--- src/design/block_id_interning_table_macros.svh ---
// ----------------------------------------------------------------------------
// Block ID interning table: assertion macros
// Shared concurrent checks, clocked on the rising edge, off during reset.
// ----------------------------------------------------------------------------
`ifndef BLOCK_ID_INTERNING_TABLE_MACROS_SVH
`define BLOCK_ID_INTERNING_TABLE_MACROS_SVH

// condition must hold at every edge out of reset
`define BIDT_ALWAYS(lbl, clk, rst_n, cond) \
	lbl: assert property (@(posedge clk) disable iff (!rst_n) (cond)) \
		else $error("bidt: invariant violated");

// consequence must hold in the same cycle as the trigger
`define BIDT_IMPLY(lbl, clk, rst_n, trig, cons) \
	lbl: assert property (@(posedge clk) disable iff (!rst_n) (trig) |-> (cons)) \
		else $error("bidt: implication violated");

// consequence must hold in the cycle after the trigger
`define BIDT_NEXT(lbl, clk, rst_n, trig, cons) \
	lbl: assert property (@(posedge clk) disable iff (!rst_n) (trig) |=> (cons)) \
		else $error("bidt: next-cycle implication violated");

`endif

--- src/design/bidt_pkg.sv ---
// ----------------------------------------------------------------------------
// Block ID interning table package
// Request/response word types, request codes and sizing constants.
// ----------------------------------------------------------------------------
package bidt_pkg;

	localparam int unsigned MAX_SLOTS       = 8;
	localparam int unsigned MAX_CELLS       = 1024;
	localparam int unsigned TILES_ACROSS    = 32;
	localparam int unsigned TILES_DOWN      = 32;
	localparam int unsigned TILES_PER_BLOCK = TILES_ACROSS * TILES_DOWN;

	localparam logic [1:0] REQ_CLEAR  = 2'd0;
	localparam logic [1:0] REQ_RECORD = 2'd1;
	localparam logic [1:0] REQ_LOOKUP = 2'd2;

	typedef struct packed {
		logic [1:0]  req_type;
		logic [9:0]  cell_index;
		logic [15:0] land_id;
	} req_t;

	typedef struct packed {
		logic [2:0]  block_slot;
		logic        was_new;
		logic        overflow;
		logic [15:0] slot_land_id;
		logic [12:0] tile_base;
		logic [3:0]  used_slots;
	} rsp_t;

endpackage

--- src/design/bidt_req_if.sv ---
// ----------------------------------------------------------------------------
// Request channel
// Valid/ready channel carrying one request word.
// ----------------------------------------------------------------------------
interface bidt_req_if;
	logic          valid;
	logic          ready;
	bidt_pkg::req_t data;

	modport source (output valid, output data, input ready);
	modport sink   (input valid, input data, output ready);
endinterface

--- src/design/bidt_rsp_if.sv ---
// ----------------------------------------------------------------------------
// Response channel
// Valid/ready channel carrying one response word.
// ----------------------------------------------------------------------------
interface bidt_rsp_if;
	logic          valid;
	logic          ready;
	bidt_pkg::rsp_t data;

	modport source (output valid, output data, input ready);
	modport sink   (input valid, input data, output ready);
endinterface

--- src/design/bidt_slot_table.sv ---
// ----------------------------------------------------------------------------
// Slot table
// ID memory with one registered read port and the shared ID comparator.
// ----------------------------------------------------------------------------
module bidt_slot_table #(
	parameter int unsigned MAX_SLOTS = bidt_pkg::MAX_SLOTS,
	localparam int unsigned SLOT_W = (MAX_SLOTS > 1) ? $clog2(MAX_SLOTS) : 1
) (
	input  logic              clk,
	input  logic              rd_en,
	input  logic [SLOT_W-1:0] rd_addr,
	input  logic              wr_en,
	input  logic [SLOT_W-1:0] wr_addr,
	input  logic [15:0]       wr_data,
	input  logic [15:0]       key,
	output logic [15:0]       rd_data,
	output logic              hit
);

	logic [15:0] mem [MAX_SLOTS];
	logic [15:0] rd_data_q;

	always_ff @(posedge clk) begin
		if (wr_en) begin
			mem[wr_addr] <= wr_data;
		end
	end

	always_ff @(posedge clk) begin
		if (rd_en) begin
			rd_data_q <= mem[rd_addr];
		end
	end

	assign rd_data = rd_data_q;
	assign hit     = (rd_data_q == key);

endmodule

--- src/design/block_id_interning_table.sv ---
// ----------------------------------------------------------------------------
// Block ID interning table
// Interns 16-bit land IDs of grid cells into a small slot table.
// ----------------------------------------------------------------------------
// Usage:
//   req carries one request word: clear the table, record a cell's land ID,
//   or look up a cell. rsp returns exactly one word per request.
//   A record scans the slots in use one per cycle through a single compare
//   unit fed by the registered read port of the slot table: a hit in slot j
//   ends the scan there, while a miss or an overflow (a full table of 8)
//   scans every slot in use. A lookup reads the cell map, then the slot table.
//   Clear, unknown codes and out-of-range lookups load their result on
//   acceptance, with no scan or table read.
//   req.ready is high only while no request is in progress; the next request
//   is accepted in the cycle after the result loads into the output register,
//   so a new request is taken only once the last one is through.
//   rsp has an output register: a new request is accepted while the prior
//   response waits; a finished result holds until rsp frees up.
//   Reset empties the table (slot count zero) and drops any pending word;
//   the ID table and cell map keep their contents, no clearing pass.
// ----------------------------------------------------------------------------
`include "block_id_interning_table_macros.svh"

module block_id_interning_table #(
	parameter int unsigned MAX_SLOTS = bidt_pkg::MAX_SLOTS,
	parameter int unsigned MAX_CELLS = bidt_pkg::MAX_CELLS
) (
	input  logic          clk,
	input  logic          arst_n,
	bidt_req_if.sink      req,
	bidt_rsp_if.source    rsp
);

	localparam int unsigned SLOT_W = (MAX_SLOTS > 1) ? $clog2(MAX_SLOTS) : 1;
	localparam int unsigned CNT_W  = $clog2(MAX_SLOTS + 1);
	localparam int unsigned CELL_W = (MAX_CELLS > 1) ? $clog2(MAX_CELLS) : 1;
	localparam int unsigned TPB    = bidt_pkg::TILES_PER_BLOCK;

	localparam logic [2:0] S_IDLE = 3'd0;
	localparam logic [2:0] S_SCAN = 3'd1;
	localparam logic [2:0] S_MAP  = 3'd2;
	localparam logic [2:0] S_LKID = 3'd3;
	localparam logic [2:0] S_DONE = 3'd4;

	logic [2:0]        state_q, state_d;
	logic [CNT_W-1:0]  cnt_q, cnt_d;
	logic [CNT_W-1:0]  idx_q;
	logic              cmp_vld_s1;
	logic [SLOT_W-1:0] cmp_idx_s1;
	logic [9:0]        cell_q;
	logic [15:0]       id_q;
	logic              cell_ok_q;
	bidt_pkg::rsp_t    res_q, res_d;
	logic              res_ld;
	bidt_pkg::rsp_t    out_q;
	logic              out_vld_q;
	logic              out_ld;

	logic              acc;
	logic              in_cell_ok;
	logic              scan_issue, scan_hit, scan_miss, full;
	logic              tbl_re, tbl_we, tbl_hit;
	logic [SLOT_W-1:0] tbl_ra;
	logic [15:0]       tbl_rd;
	logic              map_re, map_we;
	logic [SLOT_W-1:0] map_mem [MAX_CELLS];
	logic [SLOT_W-1:0] map_rd_q;
	logic [SLOT_W-1:0] fin_slot;

	assign req.ready  = (state_q == S_IDLE);
	assign acc        = req.valid && req.ready;
	assign in_cell_ok = (32'(req.data.cell_index) < MAX_CELLS);

	assign full       = (cnt_q == CNT_W'(MAX_SLOTS));
	assign scan_issue = (state_q == S_SCAN) && (idx_q != cnt_q);
	assign scan_hit   = (state_q == S_SCAN) && cmp_vld_s1 && tbl_hit;
	assign scan_miss  = (state_q == S_SCAN) && !cmp_vld_s1 && (idx_q == cnt_q);

	assign tbl_re = scan_issue || (state_q == S_MAP);
	assign tbl_ra = (state_q == S_MAP) ? map_rd_q : idx_q[SLOT_W-1:0];
	assign tbl_we = scan_miss && !full;

	assign map_re = acc && (req.data.req_type == bidt_pkg::REQ_LOOKUP) && in_cell_ok;
	assign map_we = (scan_hit || (scan_miss && !full)) && cell_ok_q;

	assign fin_slot = scan_hit ? cmp_idx_s1 : cnt_q[SLOT_W-1:0];

	bidt_slot_table #(
		.MAX_SLOTS (MAX_SLOTS)
	) u_slot_table (
		.clk     (clk),
		.rd_en   (tbl_re),
		.rd_addr (tbl_ra),
		.wr_en   (tbl_we),
		.wr_addr (cnt_q[SLOT_W-1:0]),
		.wr_data (id_q),
		.key     (id_q),
		.rd_data (tbl_rd),
		.hit     (tbl_hit)
	);

	// cell map: one write port, one registered read port
	always_ff @(posedge clk) begin
		if (map_we) begin
			map_mem[CELL_W'(cell_q)] <= fin_slot;
		end
	end

	always_ff @(posedge clk) begin
		if (map_re) begin
			map_rd_q <= map_mem[CELL_W'(req.data.cell_index)];
		end
	end

	always_comb begin
		state_d = state_q;
		cnt_d   = cnt_q;
		res_d   = '0;
		res_ld  = 1'b0;
		unique case (state_q)
			S_IDLE: begin
				res_d.used_slots = 4'(cnt_q);
				if (acc) begin
					priority if (req.data.req_type == bidt_pkg::REQ_CLEAR) begin
						cnt_d            = '0;
						res_d.used_slots = '0;
						res_ld           = 1'b1;
						state_d          = S_DONE;
					end else if (req.data.req_type == bidt_pkg::REQ_RECORD) begin
						state_d = S_SCAN;
					end else if (map_re) begin
						state_d = S_MAP;
					end else begin
						res_ld  = 1'b1;
						state_d = S_DONE;
					end
				end
			end
			S_SCAN: begin
				res_d.used_slots = 4'(cnt_q);
				priority if (scan_hit) begin
					res_d.block_slot   = 3'(fin_slot);
					res_d.slot_land_id = id_q;
					res_d.tile_base    = 13'(32'(fin_slot) * TPB);
					res_ld             = 1'b1;
					state_d            = S_DONE;
				end else if (scan_miss && full) begin
					res_d.overflow = 1'b1;
					res_ld         = 1'b1;
					state_d        = S_DONE;
				end else if (scan_miss) begin
					cnt_d              = cnt_q + 1'b1;
					res_d.block_slot   = 3'(fin_slot);
					res_d.was_new      = 1'b1;
					res_d.slot_land_id = id_q;
					res_d.tile_base    = 13'(32'(fin_slot) * TPB);
					res_d.used_slots   = 4'(cnt_q + 1'b1);
					res_ld             = 1'b1;
					state_d            = S_DONE;
				end else begin
					res_ld = 1'b0;
				end
			end
			S_MAP: begin
				state_d = S_LKID;
			end
			S_LKID: begin
				res_d.block_slot   = 3'(map_rd_q);
				res_d.slot_land_id = tbl_rd;
				res_d.tile_base    = 13'(32'(map_rd_q) * TPB);
				res_d.used_slots   = 4'(cnt_q);
				res_ld             = 1'b1;
				state_d            = S_DONE;
			end
			S_DONE: begin
				if (out_ld) begin
					state_d = S_IDLE;
				end
			end
			default: begin
				state_d = S_IDLE;
			end
		endcase
	end

	assign out_ld = (state_q == S_DONE) && (!out_vld_q || rsp.ready);

	always_ff @(posedge clk or negedge arst_n) begin
		if (!arst_n) begin
			state_q    <= S_IDLE;
			cnt_q      <= '0;
			idx_q      <= '0;
			cmp_vld_s1 <= 1'b0;
			out_vld_q  <= 1'b0;
		end else begin
			state_q <= state_d;
			cnt_q   <= cnt_d;
			if (acc) begin
				idx_q      <= '0;
				cmp_vld_s1 <= 1'b0;
			end else if (state_q == S_SCAN) begin
				cmp_vld_s1 <= scan_issue;
				if (scan_issue) begin
					idx_q <= idx_q + 1'b1;
				end
			end
			if (out_ld) begin
				out_vld_q <= 1'b1;
			end else if (rsp.ready) begin
				out_vld_q <= 1'b0;
			end
		end
	end

	always_ff @(posedge clk) begin
		if (acc) begin
			cell_q     <= req.data.cell_index;
			id_q       <= req.data.land_id;
			cell_ok_q  <= in_cell_ok;
		end
		if (scan_issue) begin
			cmp_idx_s1 <= idx_q[SLOT_W-1:0];
		end
		if (res_ld) begin
			res_q <= res_d;
		end
		if (out_ld) begin
			out_q <= res_q;
		end
	end

	assign rsp.valid = out_vld_q;
	assign rsp.data  = out_q;

	`BIDT_ALWAYS(a_cnt_bound, clk, arst_n, cnt_q <= CNT_W'(MAX_SLOTS))
	`BIDT_IMPLY(a_idx_bound, clk, arst_n, state_q == S_SCAN, idx_q <= cnt_q)
	`BIDT_NEXT(a_append_grows, clk, arst_n, tbl_we, cnt_q == CNT_W'($past(cnt_q) + 1'b1))
	`BIDT_IMPLY(a_ovf_not_new, clk, arst_n, out_vld_q && out_q.overflow, !out_q.was_new)
	`BIDT_IMPLY(a_ovf_full, clk, arst_n, out_vld_q && out_q.overflow, out_q.used_slots == 4'(MAX_SLOTS))

endmodule

--- src/flat_wrapper.sv ---
// flat-port wrapper written by rule: the top's interface ports become plain ports
module block_id_interning_table_flat 
#(
	parameter int unsigned MAX_SLOTS = bidt_pkg::MAX_SLOTS,
	parameter int unsigned MAX_CELLS = bidt_pkg::MAX_CELLS
)
  (clk, arst_n, req_valid, req_data, req_ready, rsp_valid, rsp_data, rsp_ready);
  bidt_req_if req_i ();
  bidt_rsp_if rsp_i ();
  input  logic clk;
  input  logic arst_n;
  input wire logic [$bits(req_i.valid)-1:0] req_valid;
  input wire logic [$bits(req_i.data)-1:0] req_data;
  output wire logic [$bits(req_i.ready)-1:0] req_ready;
  output wire logic [$bits(rsp_i.valid)-1:0] rsp_valid;
  output wire logic [$bits(rsp_i.data)-1:0] rsp_data;
  input wire logic [$bits(rsp_i.ready)-1:0] rsp_ready;
  assign req_i.valid = req_valid;
  assign req_i.data = req_data;
  assign req_ready = req_i.ready;
  assign rsp_valid = rsp_i.valid;
  assign rsp_data = rsp_i.data;
  assign rsp_i.ready = rsp_ready;
  block_id_interning_table #(.MAX_SLOTS(MAX_SLOTS), .MAX_CELLS(MAX_CELLS)) u_core (.clk(clk), .arst_n(arst_n), .req(req_i), .rsp(rsp_i));
endmodule
--- config.mk ---
export PLATFORM = sky130hd
export DESIGN_NAME = block_id_interning_table_flat
export DESIGN_NICKNAME = d
export VERILOG_FILES = /design/src/design/bidt_pkg.sv /design/src/design/bidt_req_if.sv /design/src/design/bidt_rsp_if.sv /design/src/design/bidt_slot_table.sv /design/src/design/block_id_interning_table.sv /design/src/flat_wrapper.sv
export VERILOG_INCLUDE_DIRS = /design/src /design/src/design
export SDC_FILE = /design/constraint.sdc
export NUM_CORES = 2
export LEC_CHECK = 0
export BUFFER_PORTS_ARGS = -buffer_cell sky130_fd_sc_hd__buf_2
export CAP_MARGIN = 30
export CORE_MARGIN = 2
export CORE_UTILIZATION = 35
export CTS_CLUSTER_SIZE = 14
export DETAILED_ROUTE_END_ITERATION = 16
export GPL_TIMING_DRIVEN = 0
export PLACE_DENSITY_LB_ADDON = 0.2
export SLEW_MARGIN = 20
export SYNTH_ARGS = -nofsm -noshare
export SYNTH_HDL_FRONTEND = slang
export SYNTH_HIERARCHICAL = 1
export SYNTH_SLANG_ARGS = --single-unit
--- constraint.sdc ---
create_clock -name clk -period 56.6 [get_ports clk]
set_clock_uncertainty 0.15 [all_clocks]
set_input_delay 8.49 -clock clk [delete_from_list [all_inputs] [get_ports clk]]
set_output_delay 8.49 -clock clk [all_outputs]
set_load 0.01 [all_outputs]
==> metrics.md <==
| Metric | Value |
|---|---|
| Status | complete, no violations |
| Final min period | 15.23 ns |
| Post-Syn Area | 132300 sq um |
| Die height | 618.8 um |
| Final ANT Viol Nets | 0 |
| # rows | 225 |
| Worst setup SP type | primary input |
| CP cell instances | buf_2 > buf_2 > buf_4 > buf_2 > buf_4 > buf_2 > buf_2 > mux4_2 > o22ai_1 > o21ai_0 > nand2_1 > nor2_1 > nand4_1 > o2111ai_2 |
| Register-to-register setup slack | 50.69 ns |
| Critical path origin | req_data[17] |
| Seq/Total Area, Yosys | 0.7510 |
| Data arrival, critical path | 15.74 ns |
| CP max stage delay | 0.84 ns |
| Max VDD drop | 32.19 uV |
| CTS tree | built |
| Worst EP required | 57.11 ns |
| Max Cap Viol | 0 |
| Synth warn | 6 |
| Largest net degree at the start of global routing | 129 |
| Core Util, Final | 0.4179 |
| Final setup viols | 0 |
| Avg WL per Cell | 45.91 um |
| Min-Delay Startpoint | u_core/res_q[1]$_DFFE_PP_ |
| RSZ-0062 raised after global routing | no |
| Num CTS Buffers | 354 |
| First-pass GRT wire length | 767.3 mm |
| Fraction of layout cells with a size suffix above 1 | 0.2416 |
| Final Hold Viols | 0 |
| Clock sinks | 3311 |
| Drt first pass iters | 6 |
| Final worst path period share | 0.2690 |
| Post-CTS sizing | 0 |
| Setup TNS | 0 ns |
| Post-synth EDFFs | 3298 |
| Reg-to-reg startpoint | u_core/id_q[0]$_DFFE_PN_ |
| GPL Wtd Cong | 1.022 |
| CTS root buf | clkbuf_16 |
| WP buf/inv | 7 |
| Most frequent cells in the layout | 3298 x edfxtp_1, 1085 x nor2_1, 637 x mux4_2, 359 x clkbuf_16, 334 x mux2i_1 |
| GR Overflow Total | 0 |
| Clock transition at path regs | 0.06 ns |
| Core ar. | 375800 sq um |
| WP depth | 14 |
| Slew Limit Headroom | 0.2125 |
| Critical path type | primary input to register |
| Worst Path Max Fanout | 10 |
| Synthesized area per cell | 18.77 sq um |
| Final Max Tran Viols | 0 |
| Hpwl dp | 427.4 mm |
| Cell mode on critical path | buf_2 |
| Cell count after synthesis | 7048 |
| CP max stage cell | buf_2 |
| Worst R2R End | u_core/map_mem[724][0]$_DFFE_PP_ |
| Top FF cell, synth | edfxtp_1 |
| Routed wire length | 601.1 mm |
| Fin area | 157100 sq um |
| # port buffers | 61 |
| Initial antenna violation count | 93 |
| Crit-path leading delay family | buffers and inverters |
| Initial Util | 0.3520 |
| DRT iter0 DRCs | 16.38k |
| Final nets | 7779 |
| Most common cell after layout, fill and taps aside | edfxtp_1 |
| Worst-margin pin slew | 1.151 ns |
| CTS H-Tree Depth | 5 |
| GRT Total Usage | 0.3084 |
| Synthesized flop and latch total | 3311 |
| Critical Path End Type | register |
| Worst Reg-to-Reg Cells | 13 |
| Synth unique cells | 81 |
| Via count | 83.13k |
| Hold_buf cts | 0 |
| Die W | 618.8 um |
| Syn-to-layout area delta | 18.71% |
| Fmax | 65.68 MHz |
| Post CTS Setup Buffer Count | 0 |
| Fraction of registers with async set/reset | 0.003926 |
| Die area | 382900 sq um |
| Clk buf depth | 4 |
| Clock latency on the worst-skew pair | 0.99 ns |
| Leak | 49.60 nW |
| Power density cells | 40.85 nW/um^2 |
| Min-Delay Path Class | register to register |
| Vias in the first global route | 76.36k |
| Cell Area, Placed | 145600 sq um |
| I/O pins | 72 |
| # DRC | 0 |
| Crit path capture | u_core/map_rd_q[1]$_DFFE_PP_ |
| Via density | 6.349 |
-- layer usage --
| metal | track usage | vias up | wire length (um) |
|---|---|---|---|
| li1 | - | 30001 | - |
| met1 | 0.3941 | 44104 | 213700 |
| met2 | 0.4494 | 7386 | 259200 |
| met3 | 0.1004 | 1604 | 82740 |
| met4 | 0.2027 | 30 | 45270 |
| met5 | 0 | - | 203 |
-- flip-flops by register name, indices dropped and copies added (netlist names) --
register	count
u_core/map_rd_q	3
u_core/rsp.valid	1
u_core/id_q	16
u_core/u_slot_table/mem	128
u_core/cnt_q	4
u_core/state_q	3
u_core/map_mem	3072
u_core/res_q	25
u_core/idx_q	4
u_core/cell_q	10
u_core/cmp_vld_s1	1
u_core/rsp.data	25
u_core/cmp_idx_s1	3
u_core/u_slot_table/rd_data	16
-- through the flow --
step	hold WS [ns]	std cells	setup WS [ns]	power, mW
after detailed placement	0.2557	12375	40.69	4.137
after global routing	0.2788	13030	41.74	6.538
final	0.2692	13093	41.37	6.416
after floorplan	0.2503	7057	7.861	4.283
after CTS	0.2702	13012	41.71	6.389
after global placement	0.2544	12112	-36.70	5.439
-- how the worst min path moves through the flow --
stage / endpoint / slack (ns) / cells past startpoint
after detailed placement: u_core/rsp.data[3]$_DFFE_PP_ / 0.26 / 0
after global routing: u_core/rsp.data[25]$_DFFE_PP_ / 0.28 / 0
final: u_core/rsp.data[1]$_DFFE_PP_ / 0.27 / 0
after CTS: u_core/rsp.data[3]$_DFFE_PP_ / 0.27 / 0
after global placement: u_core/rsp.data[34]$_DFFE_PP_ / 0.25 / 0
after floorplan: u_core/rsp.data[0]$_DFFE_PP_ / 0.25 / 0
-- cell usage after synthesis, drive strengths merged (18+ instances only) --
library cell,n,area (sq um)
a21oi,118,590.6
a221oi,25,219.0
a22o,35,306.5
a22oi,98,735.7
buf,228,1832
clkbuf,293,1102
edfxtp,3298,99030
mux2,34,382.9
mux2i,334,3343
mux4,674,15320
nand2,158,593.1
nand3,78,455.4
nand4,19,118.9
nor2,1097,4118
nor2b,23,143.9
nor3,41,205.2
nor4,18,112.6
o21ai,86,430.4
o221ai,118,1033
o22ai,66,412.9
xnor2,21,183.9
-- power breakdown --
part	leakage (nW)	internal [mW]	switching [mW]
Combinational	14.0	0.308	0.726
Sequential	30.1	3.06	0.0235
Clock	5.44	1.29	1.00
Total	49.6	4.66	1.75
-- layout make-up --
class                   count  area (sq um)
diodes                     74         185.2
clock inverters           205          1916
inverters                  11         43.79
multi-input cells        3214         30310
fillers                 33224        218800
plain buffers             521          3181
clock buffers             432          9288
flip-flops and latches   3311         99360
repair buffers            331          6525
well taps                4994          6248
-- cell families (layout without fill, tap and decap cells) --
logic type	after synthesis	in the layout	synth area share
flops	3311	3311	0.7510
simple gates	1499	1499	0.04692
mux	1042	1042	0.1439
compound gates	637	637	0.03382
buf+inv	532	1500	0.02249
xor+xnor	23	23	0.001523
fa+ha+maj	3	3	0.0002837
other cells	1	84	0.00002834
Power figures use the tool's default switching activity.
